### src/hdl/tsb_pkg.sv
package tsb_pkg;

  // field and datapath widths
  localparam int unsigned CMD_W   = 2;
  localparam int unsigned IDX_W   = 4;
  localparam int unsigned MS_W    = 16;
  localparam int unsigned SCALE_W = 16;
  localparam int unsigned STEP_W  = MS_W + SCALE_W;
  localparam int unsigned ACC_W   = 40;
  localparam int unsigned PER_W   = MS_W + 8;
  localparam int unsigned MASK_W  = 16;

  // time scale after reset: 1.0 in Q8.8
  localparam logic [SCALE_W-1:0] SCALE_RESET = 16'd256;

  // command codes
  typedef enum logic [CMD_W-1:0] {
    CMD_TICK    = 2'd0,
    CMD_START   = 2'd1,
    CMD_STOP    = 2'd2,
    CMD_RESTART = 2'd3
  } tsb_cmd_t;

  // sequencer states
  typedef enum logic [1:0] {
    ST_IDLE,
    ST_CMD,
    ST_MUL,
    ST_WALK
  } tsb_state_t;

  // store write enables
  typedef struct packed {
    logic acc_we;
    logic per_we;
  } tsb_wr_t;

  // write-back status from the update unit
  typedef struct packed {
    logic we;
    logic fire;
    logic disarm;
  } tsb_wb_t;

endpackage

### src/hdl/tsb_store.sv
module tsb_store
  import tsb_pkg::*;
#(
  parameter int unsigned DEPTH = 16,
  parameter int unsigned AW    = 4
) (
  input  logic             clk,
  input  tsb_wr_t          wr,
  input  logic [AW-1:0]    wr_addr,
  input  logic [ACC_W-1:0] wr_acc,
  input  logic [MS_W-1:0]  wr_per,
  input  logic             wr_loop,
  input  logic [AW-1:0]    rd_addr,
  output logic [ACC_W-1:0] rd_acc,
  output logic [MS_W-1:0]  rd_per,
  output logic             rd_loop
);

  logic [ACC_W-1:0] acc_mem  [DEPTH];
  logic [MS_W-1:0]  per_mem  [DEPTH];
  logic             loop_mem [DEPTH];
  logic [ACC_W-1:0] rd_acc_r;
  logic [MS_W-1:0]  rd_per_r;
  logic             rd_loop_r;

  // accumulator memory
  always_ff @(posedge clk) begin
    if (wr.acc_we) begin
      acc_mem[wr_addr] <= wr_acc;
    end
    rd_acc_r <= acc_mem[rd_addr];
  end

  // period and looping flag memories, written by start only
  always_ff @(posedge clk) begin
    if (wr.per_we) begin
      per_mem[wr_addr]  <= wr_per;
      loop_mem[wr_addr] <= wr_loop;
    end
    rd_per_r  <= per_mem[rd_addr];
    rd_loop_r <= loop_mem[rd_addr];
  end

  assign rd_acc  = rd_acc_r;
  assign rd_per  = rd_per_r;
  assign rd_loop = rd_loop_r;

endmodule

### src/hdl/tsb_update.sv
module tsb_update
  import tsb_pkg::*;
#(
  parameter int unsigned AW = 4
) (
  input  logic              clk,
  input  logic              rst_n,
  input  logic              in_vld,
  input  logic              in_arm,
  input  logic [AW-1:0]     in_idx,
  input  logic [ACC_W-1:0]  in_acc,
  input  logic [MS_W-1:0]   in_per,
  input  logic              in_loop,
  input  logic [STEP_W-1:0] step,
  output tsb_wb_t           wb,
  output logic [AW-1:0]     wb_idx,
  output logic [ACC_W-1:0]  wb_acc
);

  logic             s_vld_r;
  logic             s_arm_r;
  logic [AW-1:0]    s_idx_r;
  logic [ACC_W-1:0] s_sum_r;
  logic [PER_W-1:0] s_per_r;
  logic             s_loop_r;
  logic [ACC_W:0]   sum;
  logic [ACC_W-1:0] sum_sat;
  logic [ACC_W-1:0] per_ext;
  logic             reached;

  // stage one: saturating add of the scaled step
  always_comb begin
    sum     = {1'b0, in_acc} + (ACC_W + 1)'(step);
    sum_sat = sum[ACC_W] ? {ACC_W{1'b1}} : sum[ACC_W-1:0];
  end

  always_ff @(posedge clk) begin
    if (!rst_n) begin
      s_vld_r <= 1'b0;
    end else begin
      s_vld_r <= in_vld;
    end
  end

  always_ff @(posedge clk) begin
    s_arm_r  <= in_arm;
    s_idx_r  <= in_idx;
    s_sum_r  <= sum_sat;
    s_per_r  <= {in_per, 8'd0};
    s_loop_r <= in_loop;
  end

  // stage two: compare against the period, subtract on a looping fire
  always_comb begin
    per_ext   = ACC_W'(s_per_r);
    reached   = (s_sum_r >= per_ext);
    wb.we     = s_vld_r && s_arm_r;
    wb.fire   = s_vld_r && s_arm_r && reached;
    wb.disarm = s_vld_r && s_arm_r && reached && !s_loop_r;
    wb_idx    = s_idx_r;
    wb_acc    = (reached && s_loop_r) ? (s_sum_r - per_ext) : s_sum_r;
  end

endmodule

### src/hdl/scaled_software_timer_bank.sv
// a command passes the command state and a tick the multiply state and then
// the walk of one shared add/compare unit over the timer memory; busy stays
// high until the result is strobed, and a new item can be taken from the
// cycle its result is strobed on; the receiver cannot stall. synchronous
// active-low reset disarms all timers and sets the time scale to 1.0
module scaled_software_timer_bank
  import tsb_pkg::*;
#(
  parameter int unsigned NUM_TIMERS = 16
) (
  input  logic               clk,
  input  logic               rst_n,
  input  logic               start,
  output logic               busy,
  input  logic [CMD_W-1:0]   in_command,
  input  logic [IDX_W-1:0]   in_timer_index,
  input  logic [MS_W-1:0]    in_period_ms,
  input  logic               in_looping,
  input  logic [MS_W-1:0]    in_elapsed_ms,
  output logic               out_valid,
  output logic [MASK_W-1:0]  out_fired_mask,
  output logic [MASK_W-1:0]  out_armed_mask,
  input  logic               cfg_valid,
  output logic               cfg_ready,
  input  logic [SCALE_W-1:0] cfg_time_scale
);

  localparam int unsigned AW = (NUM_TIMERS > 1) ? $clog2(NUM_TIMERS) : 1;
  localparam int unsigned CW = $clog2(NUM_TIMERS + 2);

  tsb_state_t          state_r, state_nxt;
  logic [CW-1:0]       cnt_r, cnt_nxt;
  logic [SCALE_W-1:0]  scale_r;
  tsb_cmd_t            cmd_r;
  logic [IDX_W-1:0]    idx_r;
  logic [MS_W-1:0]     per_r;
  logic                loop_r;
  logic [MS_W-1:0]     elapsed_r;
  logic [STEP_W-1:0]   step_r;
  logic [NUM_TIMERS-1:0] armed_r, armed_nxt;
  logic [MASK_W-1:0]   fired_r, fired_nxt;
  logic                out_valid_r, out_valid_nxt;
  logic [MASK_W-1:0]   out_fired_r, out_armed_r;
  logic [MASK_W-1:0]   armed_view;
  logic                p1_vld_r;
  logic                p1_arm_r;
  logic [AW-1:0]       p1_idx_r;
  logic                issue;
  logic                idx_ok;
  logic                accept;
  tsb_wr_t             wr;
  logic [AW-1:0]       wr_addr;
  logic [ACC_W-1:0]    wr_acc;
  logic [ACC_W-1:0]    rd_acc;
  logic [MS_W-1:0]     rd_per;
  logic                rd_loop;
  tsb_wb_t             wb;
  logic [AW-1:0]       wb_idx;
  logic [ACC_W-1:0]    wb_acc;

  assign busy      = (state_r != ST_IDLE);
  assign accept    = start && !busy;
  assign cfg_ready = 1'b1;
  assign idx_ok    = (32'(idx_r) < NUM_TIMERS);
  assign issue     = (state_r == ST_WALK) && (32'(cnt_r) < NUM_TIMERS);

  // time scale register
  always_ff @(posedge clk) begin
    if (!rst_n) begin
      scale_r <= SCALE_RESET;
    end else if (cfg_valid && cfg_ready) begin
      scale_r <= cfg_time_scale;
    end
  end

  // control state
  always_ff @(posedge clk) begin
    if (!rst_n) begin
      state_r     <= ST_IDLE;
      cnt_r       <= '0;
      armed_r     <= '0;
      fired_r     <= '0;
      out_valid_r <= 1'b0;
      p1_vld_r    <= 1'b0;
    end else begin
      state_r     <= state_nxt;
      cnt_r       <= cnt_nxt;
      armed_r     <= armed_nxt;
      fired_r     <= fired_nxt;
      out_valid_r <= out_valid_nxt;
      p1_vld_r    <= issue;
    end
  end

  // command capture, step product and issue-stage payload
  always_ff @(posedge clk) begin
    if (accept) begin
      cmd_r     <= tsb_cmd_t'(in_command);
      idx_r     <= in_timer_index;
      per_r     <= in_period_ms;
      loop_r    <= in_looping;
      elapsed_r <= in_elapsed_ms;
    end
    if (state_r == ST_MUL) begin
      step_r <= elapsed_r * scale_r;
    end
    p1_idx_r <= cnt_r[AW-1:0];
    p1_arm_r <= armed_r[cnt_r[AW-1:0]];
  end

  // armed flags as seen on the 16-bit mask
  always_comb begin
    armed_view = '0;
    for (int b = 0; b < MASK_W; b++) begin
      if (b < NUM_TIMERS) begin
        armed_view[b] = armed_nxt[b];
      end
    end
  end

  // result registers
  always_ff @(posedge clk) begin
    if (out_valid_nxt) begin
      out_fired_r <= fired_nxt;
      out_armed_r <= armed_view;
    end
  end

  // sequencer: next state, store writes, flag updates
  always_comb begin
    state_nxt     = state_r;
    cnt_nxt       = cnt_r;
    armed_nxt     = armed_r;
    fired_nxt     = fired_r;
    out_valid_nxt = 1'b0;
    wr            = '0;
    wr_addr       = wb_idx;
    wr_acc        = wb_acc;
    unique case (state_r)
      ST_IDLE: begin
        if (accept) begin
          state_nxt = (tsb_cmd_t'(in_command) == CMD_TICK) ? ST_MUL : ST_CMD;
        end
      end
      ST_CMD: begin
        wr_addr = AW'(idx_r);
        wr_acc  = '0;
        if (idx_ok) begin
          unique case (cmd_r)
            CMD_START: begin
              wr.acc_we          = 1'b1;
              wr.per_we          = 1'b1;
              armed_nxt[AW'(idx_r)] = 1'b1;
            end
            CMD_STOP: begin
              armed_nxt[AW'(idx_r)] = 1'b0;
            end
            CMD_RESTART: begin
              wr.acc_we = 1'b1;
            end
            default: begin
            end
          endcase
        end
        fired_nxt     = '0;
        out_valid_nxt = 1'b1;
        state_nxt     = ST_IDLE;
      end
      ST_MUL: begin
        cnt_nxt   = '0;
        fired_nxt = '0;
        state_nxt = ST_WALK;
      end
      ST_WALK: begin
        // write back the timer leaving the update unit
        wr.acc_we = wb.we;
        if (wb.disarm) begin
          armed_nxt[wb_idx] = 1'b0;
        end
        for (int b = 0; b < MASK_W; b++) begin
          if (wb.fire && (32'(wb_idx) == b)) begin
            fired_nxt[b] = 1'b1;
          end
        end
        if (32'(cnt_r) == NUM_TIMERS + 1) begin
          out_valid_nxt = 1'b1;
          state_nxt     = ST_IDLE;
        end else begin
          cnt_nxt = cnt_r + 1'b1;
        end
      end
      default: begin
        state_nxt = ST_IDLE;
      end
    endcase
  end

  tsb_store #(
    .DEPTH (NUM_TIMERS),
    .AW    (AW)
  ) u_store (
    .clk     (clk),
    .wr      (wr),
    .wr_addr (wr_addr),
    .wr_acc  (wr_acc),
    .wr_per  (per_r),
    .wr_loop (loop_r),
    .rd_addr (cnt_r[AW-1:0]),
    .rd_acc  (rd_acc),
    .rd_per  (rd_per),
    .rd_loop (rd_loop)
  );

  tsb_update #(
    .AW (AW)
  ) u_update (
    .clk     (clk),
    .rst_n   (rst_n),
    .in_vld  (p1_vld_r),
    .in_arm  (p1_arm_r),
    .in_idx  (p1_idx_r),
    .in_acc  (rd_acc),
    .in_per  (rd_per),
    .in_loop (rd_loop),
    .step    (step_r),
    .wb      (wb),
    .wb_idx  (wb_idx),
    .wb_acc  (wb_acc)
  );

  assign out_valid      = out_valid_r;
  assign out_fired_mask = out_fired_r;
  assign out_armed_mask = out_armed_r;

endmodule

### config.mk
export PLATFORM = sky130hd
export DESIGN_NAME = scaled_software_timer_bank
export DESIGN_NICKNAME = d
export VERILOG_FILES = /design/src/hdl/tsb_pkg.sv /design/src/hdl/tsb_store.sv /design/src/hdl/tsb_update.sv /design/src/hdl/scaled_software_timer_bank.sv
export SDC_FILE = /design/constraint.sdc
export NUM_CORES = 2
export LEC_CHECK = 0
export ABC_AREA = 1
export BUFFER_PORTS_ARGS = -buffer_cell sky130_fd_sc_hd__buf_2
export CAP_MARGIN = 20
export CORE_ASPECT_RATIO = 0.9
export CORE_UTILIZATION = 34
export CTS_BUF_LIST = sky130_fd_sc_hd__clkbuf_8
export CTS_CLUSTER_SIZE = 8
export DETAILED_ROUTE_END_ITERATION = 8
export GPL_ROUTABILITY_DRIVEN = 0
export PLACE_DENSITY = 0.44
export SLEW_MARGIN = 10
export SYNTH_ARGS = -nofsm -noshare
export SYNTH_HDL_FRONTEND = slang
export SYNTH_SLANG_ARGS = --single-unit
### constraint.sdc
create_clock -name clk -period 14.1 [get_ports clk]
set_input_delay 0.705 -clock clk [delete_from_list [all_inputs] [get_ports clk]]
set_output_delay 0.705 -clock clk [all_outputs]
set_load 0.01 [all_outputs]
==> key figures <==
Power and ir drop
  – Switch share: 0.334
  – Total power: 10.1 mW
  – Max IR drop VDD: 0.102 mV
  – Cell internal pwr: 6.76 mW
  – Pleak: 26.0 nW
  – Sw Pwr: 3.38 mW
  – Comb pwr share: 0.267
  – Power Dens Cells: 155 mW/mm^2
  – Sequential Power Share: 0.431
  – Clock network power share: 0.302

Detailed routing
  – Vias: 40,100
  – WL final: 174,000 um
  – Final ANT Viol Nets: 0
  – Drt wl/cell: 21.7 um
  – DRC errors left: 0
  – 1st-iter DRT viols: 2,998
  – Drt pass-1 iters: 5
  – DR vias/cell: 5.01

Worst setup path
  – Critical path endpoint: step_r[23]
  – Largest delay share family, worst path: adder cells
  – Crit path max fanout: 16
  – Cell depth of the worst setup path: 19
  – Crit-path cells: nand2_1 > fa_1 > fa_1 > fa_1 > inv_1 > fa_1 > fa_1 > inv_1 > fa_1 > inv_1 > ha_1 > a21oi_1 > inv_1 > a31oi_1 > nand2_1 > nand3_1 > nand2_1 > a21oi_1 > xnor2_1
  – CP startpoint: elapsed_r[11]
  – Most frequent CP cell: fa_1
  – Startpoint types: register
  – FF-to-FF setup slack: 8.05 ns
  – RR Endpoint: step_r[23]
  – Data arrival, critical path: 6.67 ns
  – Worst Path Required: 14.72 ns
  – Classification of the worst setup path: register to register
  – Reg2Reg Depth: 19
  – Crit path capture type: register
  – FF-to-FF Start: elapsed_r[11]
  – Crit-path slowest cell: edfxtp_1
  – Worst Path Buf+Inv: 4
  – CP max stage delay: 0.89 ns

Cells and area
  – Final Instance Area: 0.0653 mm^2
  – Final net count: 6,011
  – Layout cells sized above 1: 0.0910
  – Final Util: 0.390
  – Synth-to-layout area growth: 13.2%
  – Fin cells: 8,014

Global routing
  – Vias in the first global route: 39,400
  – First-pass GRT wire length: 260,000 um
  – Grt ovf: 0
  – Pin count of the biggest net entering global routing: 189
  – GRT Overall Usage: 0.203
  – Initial antenna violation count: 7

Placement
  – Port bufs: 92
  – Cell total after placement: 7,563
  – Pre-CTS setup slack: 8.11 ns
  – DP Area: 0.0606 mm^2
  – Post-DP HPWL: 103,000 um

STA
  – Final period util: 0.429
  – Final Hold Vio Count: 0
  – Setup violators final: 0
  – Post-layout minimum cycle time: 6.05 ns
  – Final Max Tran Viols: 0
  – Final TNS setup: 0 ns
  – Worst Tran Pin Value: 1.16 ns
  – Worst relative slew slack: 0.228
  – Fmax: 165 MHz
  – Worst Skew: 0.0540 ns
  – Hold WS: 0.215 ns
  – Fin worst setup slack: 8.05 ns
  – RSZ-0062 raised after global routing: no

Synthesis
  – Cells after Synth: 5,452
  – Simple-Gate Fraction of Synth Area: 0.130
  – Main combinational cell family by area after synthesis: simple AND/OR/NAND/NOR gates
  – Ys Warns: 0
  – Yosys reg bits: 1,197
  – Adder-Cell Fraction of Synth Area: 0.102
  – Xor/xnor share of the synthesized area: 0.00897
  – Synthesized cell area: 0.0576 mm^2
  – Syn avg cell area: 10.6 um^2
  – Part of the Yosys area used for sequential elements: 0.592
  – EDFF count, synth: 1,015
  – Post-synthesis compound-gate area fraction: 0.106
  – Asr flop ratio synth: 0
  – Mux share of post-synthesis cell area: 0
  – Library cells used by synthesis: 55
  – Area contributors post-synth: edfxtp_1, fa_1, dfxtp_1, nand2_1, o21ai_0
  – Syn Nets: 5,864
  – Yosys top cell area share: 0.529
  – Leading area contributor after synthesis: edfxtp_1
  – Ys flop type: edfxtp_1

Die
  – Die area: 0.171 mm^2
  – Core Region: 0.167 mm^2
  – Site Rows: 142
  – I/O Pins: 94
  – Die X: 436 um
  – Starting Density: 0.344
  – Die Ht: 393 um

Run status
  – Outcome: complete, no violations

Clock network
  – Inserted Clock Buffers: 200
  – CTS tree: yes
  – Clk_lat worst skew: 0.91 ns
  – H-Tree Depth: 4
  – Reg clk slew, reported paths: 0.06 ns
  – Clock Path Buffers: 3
  – Root Driver: clkbuf_8
  – # Post-CTS Setup Buffers: 0
  – Clk sinks: 1,197

Flow run
  – Max_cap viols: 0

Worst hold path
  – Hold Crit Class: primary input to register
## cell usage after synthesis, types with 25 or more instances
cell,number
nor2_1,749
ha_1,157
xor2_1,33
nand3_1,194
a21oi_1,158
clkbuf_1,229
nor3_1,30
dfxtp_1,182
nand4_1,25
buf_2,25
o211ai_1,34
o21ai_0,580
o22ai_1,147
inv_1,606
edfxtp_1,1015
o221ai_1,87
xnor2_1,26
nand2_1,842
fa_1,196
## layout by cell type, fill, tap and decap left out, drive strengths merged, types with 7 or more instances in the layout
cell type / count
dlygate4sd3: 55
buf: 177
a21oi: 162
nor3: 32
inv: 716
xor2: 33
nor2: 751
clkinv: 35
o21bai: 7
ha: 157
fa: 196
o221ai: 87
a21boi: 7
o211ai: 34
clkbuf: 236
edfxtp: 1015
o22ai: 147
dfxtp: 182
nand4: 25
nand3: 197
o21ai: 583
a31o: 11
xnor2: 26
a22oi: 8
nand2: 849
## power groups by stage
stage / sequential, mW / clock (mW) / combinational (mW)
floorplan: 4.35 / 0 / 1.89
global placement: 4.46 / 0 / 2.68
detailed placement: 4.46 / 0 / 2.67
CTS: 4.38 / 3.16 / 2.70
global route: 4.39 / 3.31 / 3.09
finish: 4.37 / 3.06 / 2.71
## worst min-delay path by stage
stage / startpoint / end / slack, ns / depth (start not counted)
2_1_floorplan: p1_arm_r / u_update.s_arm_r / 0.31 / 0
3_3_place_gp: p1_idx_r[0] / u_update.wb_idx[0] / 0.31 / 0
3_5_place_dp: p1_arm_r / u_update.s_arm_r / 0.31 / 0
4_1_cts: cfg_valid / scale_r[8] / 0.11 / 3
5_1_grt: cfg_valid / scale_r[8] / 0.17 / 3
6_report: cfg_valid / scale_r[8] / 0.22 / 3
## sequential cells by signal, summed over array words and instances (netlist names), 2 cells and up
register          count
p1_idx_r              4
fired_r              16
u_store.loop_mem     16
elapsed_r            16
scale_r              16
idx_r                 4
step_r               32
cmd_r                 2
out_armed_mask       16
u_store.per_mem     256
u_store.rd_per       16
u_update.s_per_r     16
cnt_r                 5
state_r               2
u_update.wb_idx       4
armed_r              16
per_r                16
out_fired_mask       16
u_update.s_sum_r     40
u_store.rd_acc       40
u_store.acc_mem     640
## cells by family after synthesis
family                     after synthesis
xor gates and xnor gates                59
AOI/OAI and AO/OA                     1066
and+or+nand+nor                       1872
adders and majority gates              353
other                                    1
buffers and inverters                  904
DFF                                   1197
## repair_timing
action | 4_1_cts | 5_1_grt
setup endpoints to repair | 0 | 0
endpoints found under the hold margin | 55 | 0
gates resized for setup | 0 | 0
hold buffers | 55 | 0
## routing by layer
layer / vias up / GRT usage / part of all wire
met5: - / 0 / 0
met4: 0 / 0.0427 / 0.014
met3: 197 / 0.0276 / 0.050
met2: 1044 / 0.314 / 0.45
met1: 20000 / 0.301 / 0.49
li1: 18900 / - / -
## cell type report
class	count	area, um^2
Antenna cell	4	10.0
Inverter	614	2320
Tap cell	2232	2790
Timing Repair Buffer	235	1730
Clock buffer	233	3210
Multi-Input combinational cell	3351	20200
Fill cell	16600	102000
Clock inverter	148	830
Sequential cell	1197	34100
## worst reg2reg max path: cells and delay by family (launching register included)
family                   cells  cell delay [ns]
adder cells (fa/ha/maj)      7             3.39
flip-flops                   1             0.89
AO/OA/AOI/OAI                3             0.59
AND/OR/NAND/NOR              4             0.56
buffers and inverters        4             0.22
XOR/XNOR                     1             0.09
No activity file was read; power rests on OpenSTA's default activity.
